[config.mk]
export PLATFORM = sky130hd
export DESIGN_NAME = c3f_mac
export DESIGN_NICKNAME = d
export VERILOG_FILES = /design/src/sv/c3f_pkg.sv /design/src/sv/c3f_mac.sv
export SDC_FILE = /design/constraint.sdc
export NUM_CORES = 2
export LEC_CHECK = 0
export BUFFER_PORTS_ARGS = -buffer_cell sky130_fd_sc_hd__buf_2
export CAP_MARGIN = 40
export CORE_MARGIN = 2
export CORE_UTILIZATION = 35
export CTS_CLUSTER_SIZE = 40
export DETAILED_ROUTE_END_ITERATION = 7
export PLACE_DENSITY_LB_ADDON = 0.3
export SETUP_SLACK_MARGIN = 0.2
export SYNTH_ARGS = -nofsm -noshare
export SYNTH_HDL_FRONTEND = slang
export SYNTH_SLANG_ARGS = --single-unit
export TNS_END_PERCENT = 50
[constraint.sdc]
create_clock -name clk -period 19.2 [get_ports clk]
set_input_delay 1.92 -clock clk [delete_from_list [all_inputs] [get_ports clk]]
set_output_delay 1.92 -clock clk [all_outputs]
set_load 0.005 [all_outputs]
[src/sv/c3f_pkg.sv]
// ----------------------------------------------------------------------------
// c3f_pkg
// Shared types and constants for the 3x3 saturating convolution filter.
// ----------------------------------------------------------------------------
`default_nettype none

package c3f_pkg;

  // Geometry limits and derived widths
  localparam int unsigned C3F_MAX_WIDTH  = 1024;
  localparam int unsigned C3F_MAX_HEIGHT = 1024;
  localparam int unsigned C3F_ADDR_W     = $clog2(C3F_MAX_WIDTH);
  localparam int unsigned C3F_DIM_W      = 11;
  localparam int unsigned C3F_KROW_W     = 48;
  localparam int unsigned C3F_COEF_W     = 16;
  localparam int unsigned C3F_CFG_IDX_W  = 3;

  // Line store entry: {older row, newer row}
  localparam int unsigned C3F_LINE_W     = 16;

  // Product, row sum and total sum widths
  localparam int unsigned C3F_PROD_W     = C3F_COEF_W + 9;
  localparam int unsigned C3F_ROW_W      = C3F_PROD_W + 2;
  localparam int unsigned C3F_SUM_W      = C3F_ROW_W + 1;

  // Configuration register indexes
  typedef enum logic [C3F_CFG_IDX_W-1:0] {
    C3F_REG_WIDTH  = 3'd0,
    C3F_REG_HEIGHT = 3'd1,
    C3F_REG_KTOP   = 3'd2,
    C3F_REG_KMID   = 3'd3,
    C3F_REG_KBOT   = 3'd4
  } c3f_reg_t;

  // Input operation codes
  localparam logic C3F_OP_PIXEL = 1'b0;
  localparam logic C3F_OP_DRAIN = 1'b1;

  typedef struct packed {
    logic       operation;
    logic [7:0] pixel_in;
  } c3f_in_t;

  typedef struct packed {
    logic [7:0] pixel_out;
    logic       last_of_frame;
  } c3f_out_t;

  // 3x3 window, entry r*3+c, row 0 on top, column 0 on the left
  typedef logic [8:0][7:0] c3f_win_t;

  // Kernel rows, row 0 on top
  typedef logic [2:0][C3F_KROW_W-1:0] c3f_kern_t;

  // Per-result control travelling alongside the arithmetic
  typedef struct packed {
    logic       border;
    logic       last;
    logic [7:0] center;
  } c3f_tag_t;

endpackage

`default_nettype wire

[src/sv/c3f_mac.sv]
// ----------------------------------------------------------------------------
// c3f_mac
// Three-stage multiply-accumulate and clamp: nine products, three row sums,
// then the final sum, clamp to 0..255 and the output register.
// ----------------------------------------------------------------------------
`default_nettype none

module c3f_mac (
  input  wire logic              clk,
  input  wire logic              rst_n,
  input  wire logic              mac_valid,
  output logic                   mac_ready,
  input  wire c3f_pkg::c3f_win_t  mac_win,
  input  wire c3f_pkg::c3f_tag_t  mac_tag,
  input  wire c3f_pkg::c3f_kern_t kern,
  output logic                   out_valid,
  input  wire logic              out_ready,
  output c3f_pkg::c3f_out_t      out_data
);
  import c3f_pkg::*;

  logic                           s2_valid_r;
  logic signed [C3F_PROD_W-1:0]   prod_r   [9];
  logic signed [C3F_PROD_W-1:0]   prod_nxt [9];
  c3f_tag_t                       s2_tag_r;

  logic                           s3_valid_r;
  logic signed [C3F_ROW_W-1:0]    row_r   [3];
  logic signed [C3F_ROW_W-1:0]    row_nxt [3];
  c3f_tag_t                       s3_tag_r;

  logic                           out_valid_r;
  logic [7:0]                     out_pix_r;
  logic [7:0]                     out_pix_nxt;
  logic                           out_last_r;
  logic signed [C3F_SUM_W-1:0]    sum;

  logic s2_ready, s3_ready, s4_ready;

  assign s4_ready  = !out_valid_r || out_ready;
  assign s3_ready  = !s3_valid_r || s4_ready;
  assign s2_ready  = !s2_valid_r || s3_ready;
  assign mac_ready = s2_ready;

  // Products: signed coefficient times unsigned pixel
  always_comb begin
    for (int i = 0; i < 9; i++) begin
      prod_nxt[i] = $signed(kern[i / 3][(i % 3) * C3F_COEF_W +: C3F_COEF_W]) *
                    $signed({1'b0, mac_win[i]});
    end
  end

  // Row sums
  always_comb begin
    for (int r = 0; r < 3; r++) begin
      row_nxt[r] = C3F_ROW_W'(prod_r[r*3]) + C3F_ROW_W'(prod_r[r*3+1]) +
                   C3F_ROW_W'(prod_r[r*3+2]);
    end
  end

  // Final sum and clamp; border pixels pass the center through
  always_comb begin
    sum = C3F_SUM_W'(row_r[0]) + C3F_SUM_W'(row_r[1]) + C3F_SUM_W'(row_r[2]);
    if (s3_tag_r.border) begin
      out_pix_nxt = s3_tag_r.center;
    end else if (sum < 0) begin
      out_pix_nxt = 8'd0;
    end else if (sum > C3F_SUM_W'(255)) begin
      out_pix_nxt = 8'd255;
    end else begin
      out_pix_nxt = sum[7:0];
    end
  end

  always_ff @(posedge clk) begin
    if (!rst_n) begin
      s2_valid_r  <= 1'b0;
      s3_valid_r  <= 1'b0;
      out_valid_r <= 1'b0;
    end else begin
      if (s2_ready) begin
        s2_valid_r <= mac_valid;
      end
      if (s3_ready) begin
        s3_valid_r <= s2_valid_r;
      end
      if (s4_ready) begin
        out_valid_r <= s3_valid_r;
      end
    end
  end

  always_ff @(posedge clk) begin
    if (mac_valid && s2_ready) begin
      prod_r   <= prod_nxt;
      s2_tag_r <= mac_tag;
    end
    if (s2_valid_r && s3_ready) begin
      row_r    <= row_nxt;
      s3_tag_r <= s2_tag_r;
    end
    if (s3_valid_r && s4_ready) begin
      out_pix_r  <= out_pix_nxt;
      out_last_r <= s3_tag_r.last;
    end
  end

  assign out_valid              = out_valid_r;
  assign out_data.pixel_out     = out_pix_r;
  assign out_data.last_of_frame = out_last_r;

  // A stalled output word holds
  a_out_hold: assert property (@(posedge clk) disable iff (!rst_n)
    out_valid_r && !out_ready |=> out_valid_r && $stable(out_pix_r) && $stable(out_last_r))
    else $error("output word changed while stalled");

  // A stage with a word waiting downstream never drops it
  a_s3_keep: assert property (@(posedge clk) disable iff (!rst_n)
    s3_valid_r && !s4_ready |=> s3_valid_r)
    else $error("row-sum stage lost a word");

  a_s2_keep: assert property (@(posedge clk) disable iff (!rst_n)
    s2_valid_r && !s3_ready |=> s2_valid_r)
    else $error("product stage lost a word");

endmodule

`default_nettype wire

==> results.sh <==
export IMPL_finalCritPeriodShare_pct=34.91
export IMPL_place_congestion=0.8499
export IMPL_std_cell_rows=148
export IMPL_synth_ff_type="edfxtp_1"
export IMPL_synthesis_nets=7629
export IMPL_async_reset_ff_share_pct=0
export IMPL_nets=7838
export IMPL_cts_buffer_depth=3
export IMPL_initial_core_util_pct=35.25
export IMPL_fp_coreArea_mm2=0.1630
export IMPL_drive_above_1_share_pct=5.674
export IMPL_ant_nets=0
export IMPL_fin_skew_ns=0.01563
export IMPL_worstPathRequired_ns=19.51
export IMPL_hold_class="flip-flop to flip-flop"
export IMPL_postCtsSetupBuffers=0
export IMPL_synth_ff_latch_count=338
export IMPL_detail_route_first_pass_iterations=5
export IMPL_cts_resized=0
export IMPL_status="completed"
export IMPL_final_design_area_no_fill_mm2=0.06261
export IMPL_num_io_pins=241
export IMPL_drtIter0Drc=1913
export IMPL_tightest_slew_ns=0.9399
export IMPL_hpwlAfterDp_um=111800
export IMPL_grt_overflow=0
export IMPL_maxSlewHeadroom_pct=36.89
export IMPL_area_growth_pct=8.988
export IMPL_synth_top_area_cell="fa_1"
export IMPL_grt_max_degree=73
export IMPL_synthDistinctLibCells=70
export IMPL_min_period_ns=6.703
export IMPL_wire_per_inst_um=16.09
export IMPL_max_freq_mhz=149.2
export IMPL_ys_warn_count=0
export IMPL_startpoint_type="input pin"
export IMPL_clkTransAtPathRegs_ns=0.06
export IMPL_tns_ns=0
export IMPL_hold_viol=0
export IMPL_synth_top_cells_by_area="fa_1, edfxtp_1, ha_1"
export IMPL_die_width_um=409.1
export IMPL_setup_viol=0
export IMPL_dp_cells=8166
export IMPL_htreeDepth=2
export IMPL_port_buffers=240
export IMPL_ys_seq_area_share_pct=17.61
export IMPL_post_dp_cell_area_mm2=0.06121
export IMPL_grt_pass1_wl_um=221200
export IMPL_cts_sinks=338
export IMPL_tritoncts="done"
export IMPL_syn_inst=5824
export IMPL_vias=38780
export IMPL_cts_made_buffers=40
export IMPL_synth_common_cells="inv_1, fa_1, and2_1"
export IMPL_drcViolationCount=0
export IMPL_clk_root_buffer_cell="clkbuf_16"
export IMPL_grt_util_all_layers_pct=16.42
export IMPL_die_y_um=409.1
export IMPL_vias_per_cell=4.704
export IMPL_yosysTopAreaCellShare_pct=35.68
export IMPL_antenna_found_initial=24
export IMPL_synth_edf_count=335
export IMPL_cp_end_kind="flip-flop"
export IMPL_netlist_area_mm2=0.05745
export IMPL_routed_wl_um=132600
export IMPL_grt_pass1_vias=41570
export IMPL_clkLatencyLatePin_ns=0.58
export IMPL_rsz0062_at_grt="no"
export IMPL_die_area_mm2=0.1674
export IMPL_yosysMostFrequentCell="inv_1"
export IMPL_path_max_fanout=16
export IMPL_criticalPathCategory="input pin to flip-flop"
export IMPL_cts_hold_buf=0
export IMPL_maxSlewViolCount=0
export IMPL_drv_cap=0
export IMPL_crit_arrival_ns=7.02
export IMPL_synth_area_per_cell_um2=9.864
export IMPL_final_cells=8244
sequential cells by signal (all words and copies together), names as in the netlist:
name and flops:
prod_r 225, row_r 81, s2_tag_r 10, s3_tag_r 10, out_pix_r 8, out_last_r 1, out_valid 1, s2_valid_r 1
s3_valid_r 1
area by class of cell:
cell class	count	area [um2]
Fill cell	16340	100300
Multi-Input combinational cell	4074	42050
Sequential cell	338	10120
Inverter	1331	4996
Tap cell	2175	2721
Timing Repair Buffer	248	1321
Clock buffer	43	1012
Clock inverter	29	375.4
Antenna cell	6	15.01
metrics by stage:
step / hold slack (ns) / worst slack, ns / util [%]
5_1_grt: 0.4283 / 12.12 / 38.42
6_report: 0.4254 / 12.50 / 38.42
3_5_place_dp: 0.4054 / 11.91 / 37.56
2_1_floorplan: 0.4003 / 4.558 / -
4_1_cts: 0.4224 / 12.48 / 38.41
3_3_place_gp: 0.4020 / 11.94 / 37.51
cells in the final DEF (no fill, tap or decap), types with 8 or more instances in the layout:
| cell | count |
|---|---|
| and3_1 | 15 |
| bufinv_16 | 8 |
| a31o_2 | 10 |
| o21a_1 | 32 |
| buf_2 | 240 |
| and2_1 | 726 |
| inv_1 | 1331 |
| nand4_1 | 10 |
| nor3_1 | 62 |
| nand2_1 | 552 |
| a211oi_1 | 23 |
| a21boi_0 | 16 |
| nand3_1 | 46 |
| xnor2_1 | 203 |
| o21bai_1 | 18 |
| edfxtp_1 | 335 |
| fa_1 | 1024 |
| o21ai_0 | 97 |
| o31ai_1 | 16 |
| nor2_1 | 129 |
| nand2b_1 | 32 |
| clkinv_1 | 8 |
| a41oi_1 | 11 |
| or2_2 | 12 |
| nor2b_1 | 39 |
| clkbuf_16 | 40 |
| a21o_1 | 64 |
| xor2_1 | 65 |
| a21oi_1 | 194 |
| ha_1 | 551 |
| a31oi_1 | 20 |
| or3_1 | 20 |
kinds of logic (layout without fill, tap and decap cells):
| family | after synthesis | after routing | share of synthesized area, % |
|---|---|---|---|
| XOR/XNOR | 268 | 268 | 4.086 |
| AO/OA/AOI/OAI | 572 | 572 | 6.466 |
| other | 0 | 6 | 0 |
| flip-flops | 338 | 338 | 17.61 |
| adder cells (fa/ha/maj) | 1575 | 1575 | 47.68 |
| multiplexers | 3 | 3 | 0.05227 |
| buffers and inverters | 1412 | 1651 | 9.232 |
| AND/OR/NAND/NOR | 1656 | 1656 | 14.87 |
final timing paths:
kind | start | to | slack [ns] | cells after the start
max | mac_win[40] | prod_r[98]$_DFFE_PP_ | 12.50 | 20
min | s2_tag_r[8]$_DFFE_PP_ | s3_tag_r[8]$_DFFE_PP_ | 0.43 | 0
max reg2reg | row_r[55]$_DFFE_PP_ | out_pix_r[7]$_DFFE_PP_ | 14.52 | 16
min reg2reg | s2_tag_r[8]$_DFFE_PP_ | s3_tag_r[8]$_DFFE_PP_ | 0.43 | 0
per-layer routing:
layer | part of all wire (%) | track usage, %
met1 | 46 | 22.50
met2 | 50 | 28.69
met3 | 3.3 | 1.266
met4 | 1.6 | 2.757
met5 | 0.043 | 0
critical path, cell delays in order:
cell and delay [ns]:
buf_2 0.27, nand2_1 0.13, fa_1 0.56, inv_1 0.06, fa_1 0.50, inv_1 0.05
fa_1 0.48, fa_1 0.50, inv_1 0.05, ha_1 0.32, inv_1 0.05, o21ai_0 0.17
a21oi_1 0.15, a2111oi_1 0.63, a311oi_1 0.25, a211oi_1 0.37, o31ai_1 0.19, o21bai_1 0.15
a21oi_1 0.09, xnor2_1 0.13
Power is left out: the tool's default activity adds up to more than one toggle a clock period on the data nets, which glitch-free logic cannot reach.
